### src/rtl/fts_pkg.sv
// Shared constants and types for the frame time statistics window unit.
package fts_pkg;

	localparam int TIME_BITS  = 24;
	localparam int SUM_BITS   = TIME_BITS + 1;
	localparam int RATE_BITS  = 20;
	localparam int RSUM_BITS  = 48;
	localparam int DVD_BITS   = RSUM_BITS;
	localparam int STEP_BITS  = $clog2(DVD_BITS + 1);
	localparam int FRAME_BITS = 32;

	localparam logic [RATE_BITS-1:0] RATE_MAX      = RATE_BITS'(1000000);
	localparam logic [TIME_BITS-1:0] WIN_LEN_RST   = TIME_BITS'(1000000);
	localparam logic [TIME_BITS-1:0] MIN_START_RST = TIME_BITS'(111000);

	localparam logic CFG_WIN_LEN   = 1'b0;
	localparam logic CFG_MIN_START = 1'b1;

	typedef struct packed {
		logic                 start;
		logic [DVD_BITS-1:0]  dividend;
		logic [TIME_BITS-1:0] divisor;
		logic [STEP_BITS-1:0] steps;
	} div_req_t;

	typedef struct packed {
		logic                done;
		logic [DVD_BITS-1:0] quotient;
	} div_rsp_t;

endpackage

### src/rtl/fts_div.sv
// Restoring divider, one quotient bit per cycle, dividend left-aligned.
module fts_div (
	input  logic             clk,
	input  logic             arst_n,
	input  fts_pkg::div_req_t req,
	output fts_pkg::div_rsp_t rsp
);
	import fts_pkg::*;

	logic                 busy_q;
	logic                 done_q;
	logic [STEP_BITS-1:0] cnt_q;
	logic [DVD_BITS-1:0]  dvd_q;
	logic [DVD_BITS-1:0]  quo_q;
	logic [TIME_BITS-1:0] rem_q;
	logic [TIME_BITS-1:0] dsr_q;
	logic [TIME_BITS:0]   trial;
	logic                 ge;

	assign trial = {rem_q, dvd_q[DVD_BITS-1]};
	assign ge    = trial >= {1'b0, dsr_q};

	always_ff @(posedge clk or negedge arst_n) begin
		if (!arst_n) begin
			busy_q <= 1'b0;
			done_q <= 1'b0;
			cnt_q  <= '0;
		end else begin
			done_q <= !req.start && busy_q && (cnt_q == STEP_BITS'(1));
			if (req.start) begin
				busy_q <= 1'b1;
				cnt_q  <= req.steps;
			end else if (busy_q) begin
				cnt_q <= cnt_q - 1'b1;
				if (cnt_q == STEP_BITS'(1))
					busy_q <= 1'b0;
			end
		end
	end

	always_ff @(posedge clk) begin
		if (req.start) begin
			dvd_q <= req.dividend;
			dsr_q <= req.divisor;
			quo_q <= '0;
			rem_q <= '0;
		end else if (busy_q) begin
			dvd_q <= {dvd_q[DVD_BITS-2:0], 1'b0};
			quo_q <= {quo_q[DVD_BITS-2:0], ge};
			rem_q <= ge ? TIME_BITS'(trial - {1'b0, dsr_q}) : trial[TIME_BITS-1:0];
		end
	end

	assign rsp.done     = done_q;
	assign rsp.quotient = quo_q;

endmodule

### src/rtl/frame_time_stats_window_unit.sv
// Top level: window statistics sequencer around the shared divider.
//
//   channel | signals                             | beat carries
//   cfg     | cfg_valid, cfg_ready                | cfg_index, cfg_data
//   in      | in_valid, in_ready                  | frame_time
//   out     | out_valid, out_ready                | published statistics, frame_index
//
// A frame's time from one input beat to the next is set by the bit-serial divider, which runs
// the rate division (20 steps, skipped at zero duration) and, when the frame closes a window,
// the average time (25) and average rate (48) divisions.
// Reset loads the register defaults and clears the window; no clearing pass.
// in_ready is high only while the sequencer is idle; a result waiting on the output
// register does not block acceptance of the next frame, only the commit of that frame.
// cfg_ready is always high.
module frame_time_stats_window_unit (
	input  logic                                clk,
	input  logic                                arst_n,
	input  logic                                cfg_valid,
	output logic                                cfg_ready,
	input  logic                                cfg_index,
	input  logic [fts_pkg::TIME_BITS-1:0]       cfg_data,
	input  logic                                in_valid,
	output logic                                in_ready,
	input  logic [fts_pkg::TIME_BITS-1:0]       frame_time,
	output logic                                out_valid,
	input  logic                                out_ready,
	output logic [fts_pkg::TIME_BITS-1:0]       last_frame_time,
	output logic [fts_pkg::TIME_BITS-1:0]       min_frame_time,
	output logic [fts_pkg::TIME_BITS-1:0]       max_frame_time,
	output logic [fts_pkg::RATE_BITS-1:0]       frame_rate,
	output logic [fts_pkg::TIME_BITS-1:0]       avg_frame_time,
	output logic [fts_pkg::RATE_BITS-1:0]       avg_frame_rate,
	output logic [fts_pkg::FRAME_BITS-1:0]      publish_frame_index,
	output logic [fts_pkg::FRAME_BITS-1:0]      frame_index,
	output logic                                published
);
	import fts_pkg::*;

	typedef enum logic [2:0] {
		S_IDLE,
		S_RATE,
		S_ACC,
		S_AVG_T,
		S_AVG_R,
		S_COMMIT
	} state_t;

	state_t state_q;

	logic [TIME_BITS-1:0]  win_len_q;
	logic [TIME_BITS-1:0]  min_start_q;

	logic [TIME_BITS-1:0]  dur_q;
	logic [RATE_BITS-1:0]  rate_q;
	logic                  pub_q;
	logic [SUM_BITS-1:0]   win_sum_q;
	logic [TIME_BITS-1:0]  win_min_q;
	logic [TIME_BITS-1:0]  win_max_q;
	logic [RSUM_BITS-1:0]  rate_sum_q;
	logic [TIME_BITS-1:0]  win_cnt_q;
	logic [FRAME_BITS-1:0] frame_cnt_q;
	logic [TIME_BITS-1:0]  avg_t_q;
	logic [RATE_BITS-1:0]  avg_r_q;

	logic                  out_valid_q;
	logic                  published_q;
	logic [FRAME_BITS-1:0] frame_index_q;
	logic [TIME_BITS-1:0]  shown_last_q;
	logic [TIME_BITS-1:0]  shown_min_q;
	logic [TIME_BITS-1:0]  shown_max_q;
	logic [RATE_BITS-1:0]  shown_rate_q;
	logic [TIME_BITS-1:0]  shown_avg_t_q;
	logic [RATE_BITS-1:0]  shown_avg_r_q;
	logic [FRAME_BITS-1:0] shown_frame_q;

	logic [SUM_BITS:0]     sum_wide;
	logic [SUM_BITS-1:0]   sum_n;
	logic [RSUM_BITS:0]    rsum_wide;
	logic [RSUM_BITS-1:0]  rsum_n;
	logic [TIME_BITS-1:0]  cnt_n;
	logic [TIME_BITS-1:0]  min_n;
	logic [TIME_BITS-1:0]  max_n;
	logic                  pub_n;
	logic                  commit_ok;

	div_req_t div_req;
	div_rsp_t div_rsp;

	fts_div u_div (
		.clk   (clk),
		.arst_n(arst_n),
		.req   (div_req),
		.rsp   (div_rsp)
	);

	assign sum_wide  = {1'b0, win_sum_q} + {(SUM_BITS + 1 - TIME_BITS)'(0), dur_q};
	assign sum_n     = sum_wide[SUM_BITS] ? '1 : sum_wide[SUM_BITS-1:0];
	assign rsum_wide = {1'b0, rate_sum_q} + {(RSUM_BITS + 1 - RATE_BITS)'(0), rate_q};
	assign rsum_n    = rsum_wide[RSUM_BITS] ? '1 : rsum_wide[RSUM_BITS-1:0];
	assign cnt_n     = (win_cnt_q == '1) ? win_cnt_q : win_cnt_q + 1'b1;
	assign min_n     = (dur_q < win_min_q) ? dur_q : win_min_q;
	assign max_n     = (dur_q > win_max_q) ? dur_q : win_max_q;
	assign pub_n     = sum_n > {1'b0, win_len_q};
	assign commit_ok = !out_valid_q || out_ready;

	always_comb begin
		div_req = '0;
		case (state_q)
			S_IDLE: begin
				div_req.start    = in_valid && (frame_time != '0);
				div_req.dividend = {RATE_MAX, (DVD_BITS - RATE_BITS)'(0)};
				div_req.divisor  = frame_time;
				div_req.steps    = STEP_BITS'(RATE_BITS);
			end
			S_ACC: begin
				div_req.start    = pub_n;
				div_req.dividend = {sum_n, (DVD_BITS - SUM_BITS)'(0)};
				div_req.divisor  = cnt_n;
				div_req.steps    = STEP_BITS'(SUM_BITS);
			end
			S_AVG_T: begin
				div_req.start    = div_rsp.done;
				div_req.dividend = rate_sum_q;
				div_req.divisor  = win_cnt_q;
				div_req.steps    = STEP_BITS'(RSUM_BITS);
			end
			default: div_req = '0;
		endcase
	end

	always_ff @(posedge clk or negedge arst_n) begin
		if (!arst_n) begin
			win_len_q   <= WIN_LEN_RST;
			min_start_q <= MIN_START_RST;
		end else if (cfg_valid) begin
			case (cfg_index)
				CFG_WIN_LEN:   win_len_q   <= cfg_data;
				CFG_MIN_START: min_start_q <= cfg_data;
				default: ;
			endcase
		end
	end

	always_ff @(posedge clk or negedge arst_n) begin
		if (!arst_n) begin
			state_q       <= S_IDLE;
			dur_q         <= '0;
			rate_q        <= '0;
			pub_q         <= 1'b0;
			avg_t_q       <= '0;
			avg_r_q       <= '0;
			win_sum_q     <= '0;
			win_min_q     <= MIN_START_RST;
			win_max_q     <= '0;
			rate_sum_q    <= '0;
			win_cnt_q     <= '0;
			frame_cnt_q   <= '0;
			out_valid_q   <= 1'b0;
			published_q   <= 1'b0;
			frame_index_q <= '0;
			shown_last_q  <= '0;
			shown_min_q   <= MIN_START_RST;
			shown_max_q   <= '0;
			shown_rate_q  <= '0;
			shown_avg_t_q <= '0;
			shown_avg_r_q <= '0;
			shown_frame_q <= '0;
		end else begin
			if (out_valid_q && out_ready && state_q != S_COMMIT)
				out_valid_q <= 1'b0;
			case (state_q)
				S_IDLE: begin
					if (in_valid) begin
						dur_q <= frame_time;
						if (frame_time == '0) begin
							rate_q  <= RATE_MAX;
							state_q <= S_ACC;
						end else begin
							state_q <= S_RATE;
						end
					end
				end
				S_RATE: begin
					if (div_rsp.done) begin
						rate_q  <= div_rsp.quotient[RATE_BITS-1:0];
						state_q <= S_ACC;
					end
				end
				S_ACC: begin
					win_sum_q  <= sum_n;
					win_min_q  <= min_n;
					win_max_q  <= max_n;
					rate_sum_q <= rsum_n;
					win_cnt_q  <= cnt_n;
					pub_q      <= pub_n;
					state_q    <= pub_n ? S_AVG_T : S_COMMIT;
				end
				S_AVG_T: begin
					if (div_rsp.done) begin
						avg_t_q <= (div_rsp.quotient[SUM_BITS-1:TIME_BITS] != '0) ? '1 :
							div_rsp.quotient[TIME_BITS-1:0];
						state_q <= S_AVG_R;
					end
				end
				S_AVG_R: begin
					if (div_rsp.done) begin
						avg_r_q <= (div_rsp.quotient > {(DVD_BITS - RATE_BITS)'(0), RATE_MAX}) ?
							RATE_MAX : div_rsp.quotient[RATE_BITS-1:0];
						state_q <= S_COMMIT;
					end
				end
				S_COMMIT: begin
					if (commit_ok) begin
						out_valid_q   <= 1'b1;
						published_q   <= pub_q;
						frame_index_q <= frame_cnt_q;
						frame_cnt_q   <= frame_cnt_q + 1'b1;
						if (pub_q) begin
							shown_last_q  <= dur_q;
							shown_min_q   <= win_min_q;
							shown_max_q   <= win_max_q;
							shown_rate_q  <= rate_q;
							shown_avg_t_q <= avg_t_q;
							shown_avg_r_q <= avg_r_q;
							shown_frame_q <= frame_cnt_q;
							win_sum_q     <= '0;
							win_min_q     <= min_start_q;
							win_max_q     <= '0;
							rate_sum_q    <= '0;
							win_cnt_q     <= '0;
						end
						state_q <= S_IDLE;
					end
				end
				default: state_q <= S_IDLE;
			endcase
		end
	end

	assign cfg_ready           = 1'b1;
	assign in_ready            = (state_q == S_IDLE);
	assign out_valid           = out_valid_q;
	assign last_frame_time     = shown_last_q;
	assign min_frame_time      = shown_min_q;
	assign max_frame_time      = shown_max_q;
	assign frame_rate          = shown_rate_q;
	assign avg_frame_time      = shown_avg_t_q;
	assign avg_frame_rate      = shown_avg_r_q;
	assign publish_frame_index = shown_frame_q;
	assign frame_index         = frame_index_q;
	assign published           = published_q;

endmodule
### config.mk
export PLATFORM = sky130hd
export DESIGN_NAME = frame_time_stats_window_unit
export DESIGN_NICKNAME = d
export VERILOG_FILES = /design/src/rtl/fts_pkg.sv /design/src/rtl/fts_div.sv /design/src/rtl/frame_time_stats_window_unit.sv
export SDC_FILE = /design/constraint.sdc
export NUM_CORES = 2
export LEC_CHECK = 0
export BUFFER_PORTS_ARGS = -buffer_cell sky130_fd_sc_hd__buf_2
export CORE_ASPECT_RATIO = 1.1
export CORE_UTILIZATION = 55
export CTS_CLUSTER_SIZE = 12
export DETAILED_ROUTE_END_ITERATION = 7
export GPL_ROUTABILITY_DRIVEN = 0
export PLACE_DENSITY = 0.89
export SYNTH_ARGS = -nofsm -noshare
export SYNTH_HDL_FRONTEND = slang
export SYNTH_SLANG_ARGS = --single-unit
### constraint.sdc
create_clock -name clk -period 5.6 [get_ports clk]
set_clock_uncertainty 0.1 [all_clocks]
set_input_delay 0.56 -clock clk [delete_from_list [all_inputs] [get_ports clk]]
set_output_delay 0.56 -clock clk [all_outputs]
set_load 0.005 [all_outputs]
Yosys cells after proc, flatten, opt, wreduce, memory -nomap -nowiden
Cells that the tools add are included.
{"block": "op_classes", "add_sub_neg": 6, "order_cmp": 5, "eq_ne": 17, "muxes": 44, "bitwise_logic": 1, "n_reduce_logical": 26}
{"operator": "48-bit two-way mux", "n": 5}
{"operator": "79-bit one-hot mux with 3 select lines", "n": 1}
{"operator": "24-bit two-way mux", "n": 9}
{"operator": "24-bit one-hot mux with 2 select lines", "n": 3}
{"operator": "48-bit one-hot mux with 2 select lines", "n": 1}
{"operator": "20-bit two-way mux", "n": 4}
{"operator": "25-bit two-way mux", "n": 3}
{"operator": "25-bit one-hot mux with 2 select lines", "n": 1}
{"operator": "48-bit by 20-bit adder with 49-bit output", "n": 1}
{"operator": "48-bit by 20-bit > comparator with 1-bit output (second input constant)", "n": 1}
{"operator": "20-bit one-hot mux with 2 select lines", "n": 1}
{"operator": "32-bit by 1-bit adder with 32-bit output (second input constant)", "n": 1}
{"operator": "25-bit by 24-bit adder with 26-bit output", "n": 1}
{"operator": "25-bit by 24-bit >= comparator with 1-bit output", "n": 1}
{"operator": "25-bit by 24-bit > comparator with 1-bit output", "n": 1}
{"operator": "24-bit by 1-bit adder with 24-bit output (second input constant)", "n": 1}
{"operator": "24-bit == test (second input constant)", "n": 1}
{"operator": "24-bit > comparator", "n": 1}
{"operator": "24-bit zero test", "n": 1}
{"operator": "24-bit < comparator", "n": 1}
{"operator": "24-bit nonzero test", "n": 1}
{"operator": "24-bit subtractor", "n": 1}
{"operator": "3-bit two-way mux", "n": 6}
{"operator": "3-bit one-hot mux with 6 select lines", "n": 1}
{"operator": "21 further kinds", "n": 51}
{"block": "totals", "ff_bits": 671, "output_inout_bits": 204, "elab_cells": 130}

Logic depth before layout (Yosys ltp)
{"block": "logic_depth", "word_depth": 7, "depth_mapped": 25, "depth_no_buf": 23}

Cells and area by module
Synthesis repeated with hierarchy kept, for this count alone.
{"block": "hier_totals", "cells_unflattened": 3649, "area_unflattened_um2": 34409.3}
{"module": "frame_time_stats_window_unit", "instances": 1, "cells_each": 2992, "area_each_um2": 27083.5}
{"module": "fts_div", "instances": 1, "cells_each": 657, "area_each_um2": 7325.8}

Worst setup path before layout
Ideal clock, no wire load.
{"block": "synth_timing", "path_kind": "register to register", "from": "register dur_q[14]", "to": "register u_div.dvd_q[0] (enable)", "arrival_ns": 5.481, "required_time_ns": 5.022, "path_slack_ns": -0.459, "stages_incl_launch_ff": 24, "n_path_buf": 3, "path_cell_list": "dfrtp_1 > ha_1 > and4_1 > and4_1 > and4b_1 > o31ai_1 > o221ai_1 > and2_1 > clkbuf_1 > nor2_1 > inv_1 > ha_1 > a22o_1 > nor4_1 > nand2_1 > a2111oi_0 > nor2_1 > o32ai_2 > nand2b_1 > and2_1 > buf_2 > inv_2 > buf_6 > or2_1"}
{"block": "synth_via", "elab_chain_cells": 5}
{"element": "start, declared", "line": "frame_time_stats_window_unit.sv:53", "source": "logic [TIME_BITS-1:0] dur_q;"}
{"element": "start signal, assigned", "line": "frame_time_stats_window_unit.sv:174", "source": "dur_q <= frame_time;"}
{"element": "25-bit by 24-bit adder with 26-bit output", "line": "frame_time_stats_window_unit.sv:96", "source": "assign sum_wide = {1'b0, win_sum_q} + {(SUM_BITS + 1 - TIME_BITS)'(0), dur_q};"}
{"element": "25-bit two-way mux", "line": "frame_time_stats_window_unit.sv:97", "source": "assign sum_n = sum_wide[SUM_BITS] ? '1 : sum_wide[SUM_BITS-1:0];"}
{"element": "25-bit by 24-bit > comparator with 1-bit output", "line": "frame_time_stats_window_unit.sv:103", "source": "assign pub_n = sum_n > {1'b0, win_len_q};"}
{"element": "79-bit one-hot mux with 3 select lines", "line": "frame_time_stats_window_unit.sv:108", "source": "case (state_q)"}
{"element": "2-bit nonzero test (no line)"}
{"element": "end signal, assigned", "line": "fts_div.sv:43", "source": "dvd_q <= req.dividend;"}
{"element": "end signal, assigned", "line": "fts_div.sv:48", "source": "dvd_q <= {dvd_q[DVD_BITS-2:0], 1'b0};"}
{"element": "end, declared", "line": "fts_div.sv:13", "source": "logic [DVD_BITS-1:0] dvd_q;"}
No other way between the ends.
A chain may end at the register's enable or synchronous reset.

Worst setup path in the final report
{"block": "layout_timing", "from": "register dur_q[1]", "to": "register u_div.dvd_q[20] (enable)"}
Same word-level chain as after synthesis.

==> summary.txt <==
Finish
  – Final Core Density: 0.640
  – # nets final: 3,564
  – Proportion of layout cells with a drive suffix above 1: 0.218
  – Synthesis-to-finish area growth: 14.5%

GRT
  – First-pass GRT wire length: 143 mm
  – Largest net degree at the start of global routing: 136
  – Number of global-route vias before repair: 25,800
  – Total grt overflow: 0
  – GRT Util Overall: 0.296
  – Antenna violations before repair: 10

Worst setup path
  – R2r endpoint: u_div.dvd_q[20]
  – CP peak stage delay: 0.45 ns
  – Crit-path slowest cell: dfrtp_1
  – Worst reg2reg setup slack: 0.002 ns
  – Crit path launch type: flip-flop
  – RR Startpoint: dur_q[1]
  – Endpoint class of the critical path: flip-flop
  – Crit Path Max Fanout: 24
  – FF-to-FF path depth: 22
  – Setup CP Type: flip-flop to flip-flop
  – CP top delay family: compound AO/OA/AOI/OAI gates
  – Data arrival, critical path: 5.81 ns
  – Crit path cell chain: ha_4 -> a211oi_4 -> o21ai_2 -> and4b_2 -> o31ai_4 -> o221ai_2 -> and2_4 -> buf_4 -> nor2_1 -> inv_1 -> ha_1 -> a211oi_2 -> o21a_1 -> o21ai_1 -> a2111oi_4 -> buf_4 -> nor2_1 -> o32ai_2 -> nand2b_4 -> and2_4 -> inv_4 -> or2_4
  – Req. time, crit path: 5.81 ns
  – WP buf/inv: 4

Synthesis
  – Synthesized cell area: 32,900 um^2
  – Mapped Nets: 3,309
  – Post-synthesis sequential area ratio: 0.511
  – #FFs+latches synth: 671
  – Synth warn: 0
  – Mapped Cells: 3,109
  – Multiplexer area fraction after synthesis: 0.115
  – Post-synth EDFFs: 72
  – Adder-Cell Fraction of Synth Area: 0.0562
  – Synth Area in Simple Gates: 0.109
  – Async SR Flop Fraction: 0.785
  – Main combinational cell family by area after synthesis: compound AO/OA/AOI/OAI gates
  – Synth Area in Compound Gates: 0.145
  – Top cells by area, synth: dfrtp_1 38%, mux2_2 7.8%, edfxtp_1 6.6%, ha_1 5.4%, dfxtp_1 4.4%
  – Area leader, netlist: dfrtp_1
  – Synth Area in XOR/XNOR: 0.0242
  – Main synth FF type: dfrtp_1
  – Avg Cell Area, Syn: 10.6 um^2
  – Yosys top cell area share: 0.377
  – Netlist cell types: 78

Timing
  – Hold Vio Cnt, Final: 29
  – Fin. max-slew vios: 0
  – Final setup fails: 0
  – Worst-Margin Slew: 1.20 ns
  – Post-route minimum period: 5.60 ns
  – Worst hold slack: -0.0642 ns
  – Relative slew slack: 0.197
  – Peak Freq: 179 MHz
  – Post-route clock period utilization: 1.00

Drt
  – Pre-antenna DRT Iters: 8
  – Antenna-violating nets left: 0
  – Routed Wire Length: 91.9 mm
  – Routed length per instance: 21.9 um
  – Drt drc: 2
  – Iter 0 DRT Violations: 2,914
  – Routed vias/inst: 6.33
  – Vias: 26,500

CTS
  – Clock Pin Slew Worst Setup and Hold Paths: 0.06 ns
  – # hold bufs at CTS: 0
  – Worst-skew pair later-pin latency: 0.62 ns
  – H-tree Lvls: 3
  – CTS Sinks: 671
  – Longest Clk Path Bufs: 3
  – Num CTS Buffers: 70
  – Root buf cell: clkbuf_16
  – TritonCTS clock tree: built
  – Post-CTS setup buffers: 0

Power and ir drop
  – Lkg Pwr: 18.4 nW
  – Worst VDD drop: 0.395 mV
  – Total chip power: 0.0225 W
  – Power per cell area: 598 nW/um^2

Die
  – Starting Density: 0.559
  – Die ar.: 60,800 um^2
  – I/O pin count: 258
  – Die height: 259 um
  – Die X: 235 um
  – Core area: 58,900 um^2
  – Site Rows: 93

Run status
  – Failing checks: design-rule violations, negative hold slack
  – Status: finished with violations

Place
  – HPWL Detailed: 60.1 mm
  – Port Buffers: 256

Job
  – Max_cap viols: 0

Hold path
  – Min-delay worst type: primary input to asynchronous set/reset pin
through the flow:
stage | hold WS [ns] | cell area, um^2 | TNS, ns | std cells | worst slack [ns]
3_5_place_dp | 0.365 | 35300 | -18.73 | 4050 | -0.228
6_report | -0.0642 | 37700 | 0 | 4189 | 0.00204
5_1_grt | 0.0364 | 37700 | -6.65 | 4187 | -0.126
2_1_floorplan | 0.164 | 32900 | 0 | 3109 | 0.0426
4_1_cts | 0.0208 | 37600 | 0 | 4180 | 0.00309
3_3_place_gp | 0.357 | 35300 | -9.95 | 4050 | -0.142
placed cells by master, fill, tap and decap left out, drive strengths merged, types with 61 or more instances in the layout:
master and count:
dfrtp 496, buf 344, nor2 255, nand2 249, mux2 227, o21ai 223, a21oi 176, inv 168
ha 143, mux2i 123, clkbuf 118, edfxtp 72, dfxtp 72, a21o 61
logic make-up after synthesis:
| group | after synthesis |
|---|---|
| AND/OR/NAND/NOR | 778 |
| AO/OA/AOI/OAI | 742 |
| flip-flops | 671 |
| multiplexers | 350 |
| buffers and inverters | 330 |
| adder cells (fa/ha/maj) | 146 |
| XOR/XNOR | 91 |
| other | 1 |
routing by layer:
metal	vias up	wire length, um	GRT usage
met5	-	15	0
met4	2	5290	0.162
met3	368	8690	0.0583
met2	1547	42900	0.477
met1	13000	35000	0.378
li1	11600	-	-
report_power, final:
group          leakage (nW)  total [W]  internal [W]  switching (W)
Sequential             8.16    0.00757       0.00636        0.00120
Combinational          9.13     0.0104       0.00435        0.00605
Clock                  1.06    0.00457       0.00262        0.00194
flip-flops by register name, summed over array words and instances (netlist names), 25 cells and up:
| name | flops |
|---|---|
| rate_sum_q | 48 |
| win_sum_q | 25 |
| frame_index | 32 |
| u_div.dvd_q | 48 |
| frame_cnt_q | 32 |
| publish_frame_index | 32 |
| u_div.quo_q | 48 |
worst max-delay path by stage:
stage                          from               to  slack, ns  depth (start not counted)
after floorplan           dur_q[14]   u_div.dvd_q[0]       0.04                         23
after global placement     dur_q[1]  u_div.dvd_q[13]      -0.14                         22
after detailed placement   dur_q[0]  u_div.dvd_q[18]      -0.23                         22
after CTS                  dur_q[1]  u_div.dvd_q[23]      0.003                         22
after global routing       dur_q[0]  u_div.dvd_q[47]      -0.13                         23
final                      dur_q[1]  u_div.dvd_q[20]      0.002                         22
Yosys cell counts, drive strengths merged, types with 5 or more instances:
master / number
o211ai: 25
mux2: 227
nand2b: 19
dfrtp: 496
o2111ai: 5
and3: 22
xnor2: 59
o21bai: 6
nand2: 249
edfxtp: 72
dfxtp: 72
o22ai: 5
o21ai: 223
o31a: 11
or3: 10
xor2: 32
o21a: 28
nor4: 22
nand3: 49
a221o: 17
a211oi: 35
ha: 143
and2: 18
o311ai: 13
a21o: 61
a21oi: 176
o31ai: 15
nand4: 40
o221ai: 5
nor3: 30
or2: 11
and4: 16
buf: 34
inv: 167
nor2b: 18
a31oi: 23
mux2i: 123
nor2: 255
a21boi: 5
clkbuf: 129
a41oi: 5
a22o: 58
dfstp: 31
final cells by class:
cell class,count,area (um^2)
inverter,167,629
tap,760,951
sequential,671,16800
multi-input combinational,2109,15000
antenna,9,22.5
fill,4152,21200
timing repair buffer,345,2060
clock buffer,118,2080
clock inverter,10,129
what timing repair did:
item                       in CTS  in global routing
setup endpoints to repair     199                199
resized for setup               8                 21
pin swaps                       0                  4
gates cloned                    2                  0
(Power assumes the default switching activity.)
